File: config.mk
export PLATFORM = sky130hd
export DESIGN_NAME = aes_be_ctrl
export DESIGN_NICKNAME = d
export VERILOG_FILES = /design/src/design/aes_be_pkg.sv /design/src/design/aes_be_ctrl.sv
export SDC_FILE = /design/constraint.sdc
export NUM_CORES = 1
export LEC_CHECK = 0
export ABC_AREA = 1
export ABC_CLOCK_PERIOD_IN_PS = 2500
export CAP_MARGIN = 30
export CORE_AREA = 3 3 40 42
export DETAILED_ROUTE_END_ITERATION = 16
export DIE_AREA = 0 0 43 45
export DONT_BUFFER_PORTS = 1
export PLACE_DENSITY_LB_ADDON = 0.12
export REMOVE_ABC_BUFFERS = 1
export SYNTH_ARGS = -nofsm -noshare
export SYNTH_HDL_FRONTEND = slang
export SYNTH_SLANG_ARGS = --single-unit
export TNS_END_PERCENT = 50
File: constraint.sdc
create_clock -name clk_i -period 2.5 [get_ports clk_i]
set_input_delay 0.25 -clock clk_i [delete_from_list [all_inputs] [get_ports clk_i]]
set_output_delay 0.25 -clock clk_i [all_outputs]
set_load 0.02 [all_outputs]
File: src/design/aes_be_pkg.sv
// Package: shared types, constants and AES round functions for the block encryptor.
package aes_be_pkg;

  localparam int unsigned KeyStoreBytes = 240;
  localparam int unsigned KeyWords      = KeyStoreBytes / 8;
  localparam int unsigned KeyIdxW       = $clog2(KeyWords);
  localparam int unsigned MinRounds     = 10;
  localparam int unsigned MaxRounds     = KeyStoreBytes / 16 - 1;
  localparam int unsigned RoundW        = 4;

  typedef enum logic {
    CMD_KEY_LOAD = 1'b0,
    CMD_ENCRYPT  = 1'b1
  } cmd_e;

  typedef enum logic [2:0] {
    ST_IDLE,
    ST_RD0,
    ST_RD1,
    ST_ROUND,
    ST_OUT
  } state_e;

  typedef struct packed {
    logic               load;       // capture plaintext
    logic               key_wr;     // write key word
    logic [KeyIdxW-1:0] rd_addr;    // key store read address
    logic               key_lat_hi; // latch read word as upper half of round key
    logic               key_lat_lo; // latch read word as lower half, then apply
    logic               first;      // initial add-key only
    logic               last;       // final round, no mix columns
  } dp_cmd_t;

  typedef logic [7:0] sbox_lut_t [256];

  localparam sbox_lut_t SBOX = '{
    8'h63,8'h7c,8'h77,8'h7b,8'hf2,8'h6b,8'h6f,8'hc5,8'h30,8'h01,8'h67,8'h2b,8'hfe,8'hd7,8'hab,8'h76,
    8'hca,8'h82,8'hc9,8'h7d,8'hfa,8'h59,8'h47,8'hf0,8'had,8'hd4,8'ha2,8'haf,8'h9c,8'ha4,8'h72,8'hc0,
    8'hb7,8'hfd,8'h93,8'h26,8'h36,8'h3f,8'hf7,8'hcc,8'h34,8'ha5,8'he5,8'hf1,8'h71,8'hd8,8'h31,8'h15,
    8'h04,8'hc7,8'h23,8'hc3,8'h18,8'h96,8'h05,8'h9a,8'h07,8'h12,8'h80,8'he2,8'heb,8'h27,8'hb2,8'h75,
    8'h09,8'h83,8'h2c,8'h1a,8'h1b,8'h6e,8'h5a,8'ha0,8'h52,8'h3b,8'hd6,8'hb3,8'h29,8'he3,8'h2f,8'h84,
    8'h53,8'hd1,8'h00,8'hed,8'h20,8'hfc,8'hb1,8'h5b,8'h6a,8'hcb,8'hbe,8'h39,8'h4a,8'h4c,8'h58,8'hcf,
    8'hd0,8'hef,8'haa,8'hfb,8'h43,8'h4d,8'h33,8'h85,8'h45,8'hf9,8'h02,8'h7f,8'h50,8'h3c,8'h9f,8'ha8,
    8'h51,8'ha3,8'h40,8'h8f,8'h92,8'h9d,8'h38,8'hf5,8'hbc,8'hb6,8'hda,8'h21,8'h10,8'hff,8'hf3,8'hd2,
    8'hcd,8'h0c,8'h13,8'hec,8'h5f,8'h97,8'h44,8'h17,8'hc4,8'ha7,8'h7e,8'h3d,8'h64,8'h5d,8'h19,8'h73,
    8'h60,8'h81,8'h4f,8'hdc,8'h22,8'h2a,8'h90,8'h88,8'h46,8'hee,8'hb8,8'h14,8'hde,8'h5e,8'h0b,8'hdb,
    8'he0,8'h32,8'h3a,8'h0a,8'h49,8'h06,8'h24,8'h5c,8'hc2,8'hd3,8'hac,8'h62,8'h91,8'h95,8'he4,8'h79,
    8'he7,8'hc8,8'h37,8'h6d,8'h8d,8'hd5,8'h4e,8'ha9,8'h6c,8'h56,8'hf4,8'hea,8'h65,8'h7a,8'hae,8'h08,
    8'hba,8'h78,8'h25,8'h2e,8'h1c,8'ha6,8'hb4,8'hc6,8'he8,8'hdd,8'h74,8'h1f,8'h4b,8'hbd,8'h8b,8'h8a,
    8'h70,8'h3e,8'hb5,8'h66,8'h48,8'h03,8'hf6,8'h0e,8'h61,8'h35,8'h57,8'hb9,8'h86,8'hc1,8'h1d,8'h9e,
    8'he1,8'hf8,8'h98,8'h11,8'h69,8'hd9,8'h8e,8'h94,8'h9b,8'h1e,8'h87,8'he9,8'hce,8'h55,8'h28,8'hdf,
    8'h8c,8'ha1,8'h89,8'h0d,8'hbf,8'he6,8'h42,8'h68,8'h41,8'h99,8'h2d,8'h0f,8'hb0,8'h54,8'hbb,8'h16
  };

  function automatic logic [7:0] xtime(input logic [7:0] b);
    xtime = {b[6:0], 1'b0} ^ (b[7] ? 8'h1b : 8'h00);
  endfunction

  // byte n of the 128-bit state sits at bits 127-8n .. 120-8n (row-major)
  function automatic logic [127:0] sub_shift(input logic [127:0] s);
    logic [127:0] t;
    t = '0;
    for (int r = 0; r < 4; r++) begin
      for (int c = 0; c < 4; c++) begin
        t[127-8*(r*4+c) -: 8] = SBOX[s[127-8*(r*4+((c+r)%4)) -: 8]];
      end
    end
    sub_shift = t;
  endfunction

  function automatic logic [127:0] mix_columns(input logic [127:0] s);
    logic [127:0] t;
    logic [7:0]   a0, a1, a2, a3, d0, d1, d2, d3;
    t = '0;
    for (int c = 0; c < 4; c++) begin
      a0 = s[127-8*c -: 8];
      a1 = s[127-8*(4+c) -: 8];
      a2 = s[127-8*(8+c) -: 8];
      a3 = s[127-8*(12+c) -: 8];
      d0 = xtime(a0);
      d1 = xtime(a1);
      d2 = xtime(a2);
      d3 = xtime(a3);
      t[127-8*c -: 8]      = d0 ^ d1 ^ a1 ^ a2 ^ a3;
      t[127-8*(4+c) -: 8]  = a0 ^ d1 ^ d2 ^ a2 ^ a3;
      t[127-8*(8+c) -: 8]  = a0 ^ a1 ^ d2 ^ d3 ^ a3;
      t[127-8*(12+c) -: 8] = d0 ^ a0 ^ a1 ^ a2 ^ d3;
    end
    mix_columns = t;
  endfunction

endpackage

File: src/design/aes_be_ctrl.sv
// Controller: sequences key reads and rounds for one block at a time.
module aes_be_ctrl (
  input  logic                            clk_i,
  input  logic                            rst_ni,
  input  logic                            cfg_we_i,
  input  logic [aes_be_pkg::RoundW-1:0]   cfg_wdata_i,
  input  logic                            in_valid_i,
  input  logic                            in_cmd_i,
  output logic                            in_ready_o,
  input  logic                            out_taken_i,
  output logic                            out_valid_o,
  output aes_be_pkg::dp_cmd_t             cmd_o
);

  aes_be_pkg::state_e               state_q, state_d;
  logic [aes_be_pkg::RoundW-1:0]    rounds_q;
  logic [aes_be_pkg::RoundW-1:0]    nr;
  logic [aes_be_pkg::RoundW-1:0]    rnd_q, rnd_d;
  logic [aes_be_pkg::KeyIdxW-1:0]   base;

  always_ff @(posedge clk_i or negedge rst_ni) begin
    if (!rst_ni) begin
      rounds_q <= aes_be_pkg::RoundW'(10);
      state_q  <= aes_be_pkg::ST_IDLE;
      rnd_q    <= '0;
    end else begin
      if (cfg_we_i) rounds_q <= cfg_wdata_i;
      state_q <= state_d;
      rnd_q   <= rnd_d;
    end
  end

  always_comb begin
    if (rounds_q < aes_be_pkg::RoundW'(aes_be_pkg::MinRounds)) begin
      nr = aes_be_pkg::RoundW'(aes_be_pkg::MinRounds);
    end else if (rounds_q > aes_be_pkg::RoundW'(aes_be_pkg::MaxRounds)) begin
      nr = aes_be_pkg::RoundW'(aes_be_pkg::MaxRounds);
    end else begin
      nr = rounds_q;
    end
  end

  assign base = {rnd_q, 1'b0};

  always_comb begin
    state_d            = state_q;
    rnd_d              = rnd_q;
    in_ready_o         = 1'b0;
    out_valid_o        = 1'b0;
    cmd_o              = '0;
    cmd_o.rd_addr      = base;
    cmd_o.first        = (rnd_q == '0);
    cmd_o.last         = (rnd_q == nr);
    unique case (state_q)
      aes_be_pkg::ST_IDLE: begin
        in_ready_o = 1'b1;
        if (in_valid_i) begin
          if (in_cmd_i == aes_be_pkg::CMD_ENCRYPT) begin
            cmd_o.load = 1'b1;
            rnd_d      = '0;
            state_d    = aes_be_pkg::ST_RD0;
          end else begin
            cmd_o.key_wr = 1'b1;
          end
        end
      end
      aes_be_pkg::ST_RD0: begin
        cmd_o.rd_addr = base;
        state_d       = aes_be_pkg::ST_RD1;
      end
      aes_be_pkg::ST_RD1: begin
        cmd_o.rd_addr    = base + aes_be_pkg::KeyIdxW'(1);
        cmd_o.key_lat_hi = 1'b1;
        state_d          = aes_be_pkg::ST_ROUND;
      end
      aes_be_pkg::ST_ROUND: begin
        cmd_o.key_lat_lo = 1'b1;
        if (rnd_q == nr) begin
          state_d = aes_be_pkg::ST_OUT;
        end else begin
          rnd_d   = rnd_q + aes_be_pkg::RoundW'(1);
          state_d = aes_be_pkg::ST_RD0;
        end
      end
      aes_be_pkg::ST_OUT: begin
        out_valid_o = 1'b1;
        if (out_taken_i) state_d = aes_be_pkg::ST_IDLE;
      end
      default: state_d = aes_be_pkg::ST_IDLE;
    endcase
  end

endmodule

==> run summary <==
POWER AND IR DROP
------------------------------------------------------------------------------------
Fraction of power consumed by sequential logic ........................        41.2%
Cell Pwr Density ...................................................... 1090 nW/um^2
Leakage component of the power ........................................     0.370 nW
Combinational fraction of design power ................................        43.6%
VDD IR max ............................................................   0.000512 V
Power Total ...........................................................     0.795 mW
Net load switching power ..............................................     0.397 mW
Internal power summed over all cells ..................................     0.399 mW
Part of the power in the clock network ................................        15.3%
Switching power as a share of total power .............................        49.9%

WORST SETUP PATH
------------------------------------------------------------------------------------
Nature of the critical path startpoint ................................    flip-flop
Critical path arrival .................................................      1660 ps
Maximum net fanout on the critical path ...............................            6
WP data required ......................................................      2250 ps
Critical Path Sink Type ...............................................  output port
Type of the worst setup path ..........................................      reg2out

CELLS AND AREA
------------------------------------------------------------------------------------
Fraction of final layout cells sized beyond drive strength 1 ..........        16.3%
Count of nets after finishing .........................................          105
# diodes ..............................................................            0
Core utilization of the finished layout ...............................        56.6%
Layout area overhead ..................................................        7.00%

GLOBAL ROUTING
------------------------------------------------------------------------------------
Gr ovfl total .........................................................            0
Vias in the first global route ........................................          500
Met3 track utilization from global routing ............................        4.38%
Combined global-route utilization of all metal layers .................        14.7%
Layer with the highest usage after global routing .....................         met2
Wire length of the first global-routing pass ..........................      2160 um
Pin count of the biggest net entering global routing ..................           12
Met1 Resource Use GR ..................................................        20.2%
Antenna violations before repair ......................................            0
Grt met2 use ..........................................................        22.2%

CTS
------------------------------------------------------------------------------------
Number of buffers added by the clock tree synthesis step ..............            3
Clock latency reported for the late side of the worst-skew pair .......       270 ps
Clk slew on worst S/H paths ...........................................        70 ps
PostCTS Resize Cnt ....................................................            0
H-tree Lvls ...........................................................            1
Root buffer cell ......................................................     clkbuf_4
# Post-CTS Setup Buffers ..............................................            0
CTS Buffer Depth ......................................................            2
TritonCTS clock tree ..................................................        built
Number of buffers inserted for hold repair after clock tree synthesis .            1
Number of clock sinks seen by CTS .....................................           11

STA
------------------------------------------------------------------------------------
Headroom to the max-slew limit ........................................        52.4%
Final hold vios .......................................................            0
Period Utilization, post-route ........................................        76.3%
Top achievable clock speed ............................................    0.524 GHz
Setup repair after global routing missed its margin ...................           no
Final count of negative-setup-slack endpoints .........................            0
Final critical-path required period ...................................      1910 ps
Setup TNS Final .......................................................         0 ps
Max Slew Vio Count ....................................................            0
Measured slew at the worst slew-check pin .............................       711 ps
Fin Clk Skew ..........................................................      5.86 ps

DIE
------------------------------------------------------------------------------------
Die height ............................................................        45 um
Core outline area .....................................................   1280 sq um
Number of cell rows ...................................................           13
Die ar. ...............................................................   1940 sq um
Effective utilization at floorplan ....................................        52.9%
Horizontal die dimension ..............................................        43 um
Io pins ...............................................................           23

DETAILED ROUTING
------------------------------------------------------------------------------------
Via/cell ratio ........................................................         5.07
Routed WL per cell ....................................................      11.7 um
Post-detailed-routing wire length .....................................      1250 um
Count of antenna-violating nets left after detailed routing ...........            0
Routed via count ......................................................          543
First-iteration detailed-routing DRC count ............................            7
Residual DRC count ....................................................            0
Detailed Routing Iterations Pass 1 ....................................            3

LOGIC SYNTHESIS
------------------------------------------------------------------------------------
Post-synth cell types .................................................           21
Count of mapped cells out of synthesis ................................           88
Largest area contributor in the synthesized netlist ...................      dfrtp_1
Yosys Warn Count ......................................................            0
Async set or reset register ratio after synthesis .....................         100%
Proportion of netlist area held by the largest area contributor .......        33.1%
Top area cells in the synthesized netlist ............................. dfrtp_1, nand2_1, nand3_1
Dominant register cell in the synthesized netlist .....................      dfrtp_1
FF+latch count, synth .................................................           11
Avg Inst Size Synth ...................................................   7.72 sq um
Synth Cell Area .......................................................    679 sq um
Post-synthesis sequential area ratio ..................................        40.9%
Number of synthesized flops with an enable pin ........................            0

PLACEMENT
------------------------------------------------------------------------------------
IO Port Bufs ..........................................................            0
Final weighted congestion in routability-driven placement .............        0.748
Detailed placement HPWL ...............................................       986 um

JOB
------------------------------------------------------------------------------------
Number of max-cap violations ..........................................            0

HOLD PATH
------------------------------------------------------------------------------------
Type of the most critical hold path ...................................       in2reg

OUTCOME
------------------------------------------------------------------------------------
Status ................................................................    completed

## power groups by stage
stage / Combinational, mW / Sequential, mW / Clock [mW]
after floorplan: 0.304 / 0.312 / 0
after global placement: 0.342 / 0.328 / 0
after detailed placement: 0.343 / 0.333 / 0
after CTS: 0.351 / 0.329 / 0.125
after global routing: 0.396 / 0.339 / 0.135
final: 0.346 / 0.327 / 0.122
## through the flow
step	worst slack (ps)	instances	hold WS, ps	cell area, sq um
2_1_floorplan	990	87	-45.6	672
3_3_place_gp	902	102	-45.3	691
3_5_place_dp	870	102	-45.3	691
4_1_cts	570	107	49.7	727
5_1_grt	475	107	57.5	727
6_report	591	107	54.7	727
## flip-flops by register name (all words and copies together) (netlist names)
| register | flops |
|---|---|
| state_q | 3 |
| rounds_q | 4 |
| rnd_q | 4 |
## worst paths after layout
kind / slack [ps] / to / depth (start not counted) / from
min in group asynchronous: 380 / rnd_q[0] / 1 / rst_ni
hold / removal: 50 / rounds_q[1] / 1 / cfg_we_i
max in group asynchronous: 1750 / rounds_q[3] / 1 / rst_ni
setup / recovery: 590 / cmd_o[1] / 3 / rnd_q[0]
hold reg to reg: 520 / rounds_q[0] / 1 / rounds_q[0]
setup reg to reg: 1060 / rnd_q[2] / 6 / state_q[0]
## placed cells by master (no fill, tap or decap), drive strengths merged
cell and count:
a21oi 1, clkbuf 4, dfrtp 9, dfstp 2
dlygate4sd3 1, ha 2, inv 11, mux2 2
nand2 30, nand3 13, nand4 1, nor2 10
nor3b 1, o21ai 2, o32ai 1, xnor2 1
xor2 1
## Yosys cell counts (all sizes together), types with 2 or more instances
master / n
nand2: 30
o21ai: 2
inv: 11
ha: 2
nor2: 10
dfrtp: 9
nand3: 13
mux2: 2
dfstp: 2
## critical path, cell delays in order, from the launching register on
cell,delay (ps)
dfrtp_1,520
inv_1,150
ha_1,150
nor3b_1,570
## area by class of cell
| class | count | area, sq um |
|---|---|---|
| repair buffers | 1 | 10.0 |
| fillers | 123 | 558 |
| clock buffers | 4 | 26.3 |
| well taps | 15 | 18.8 |
| inverters | 11 | 41.3 |
| flip-flops and latches | 11 | 278 |
| multi-input cells | 65 | 353 |
## layer usage
| layer | wire length (um) | up-vias | share of wire (%) |
|---|---|---|---|
| met2 | 553 | 12 | 44 |
| met1 | 613 | 242 | 49 |
| met4 | 14 | 0 | 1.1 |
| met3 | 70 | 2 | 5.6 |
| met5 | 0 | - | 0 |
| li1 | - | 287 | - |
## logic make-up after synthesis
group	count (synthesis)	share of synthesized area, %
and+or+nand+nor	55	38.9
xor gates and xnor gates	2	2.58
muxes	2	3.31
DFF	11	40.9
AOI/OAI and AO/OA	4	3.50
buffers and inverters	12	7.18
adders and majority gates	2	3.68
(Power assumes the default switching activity.)
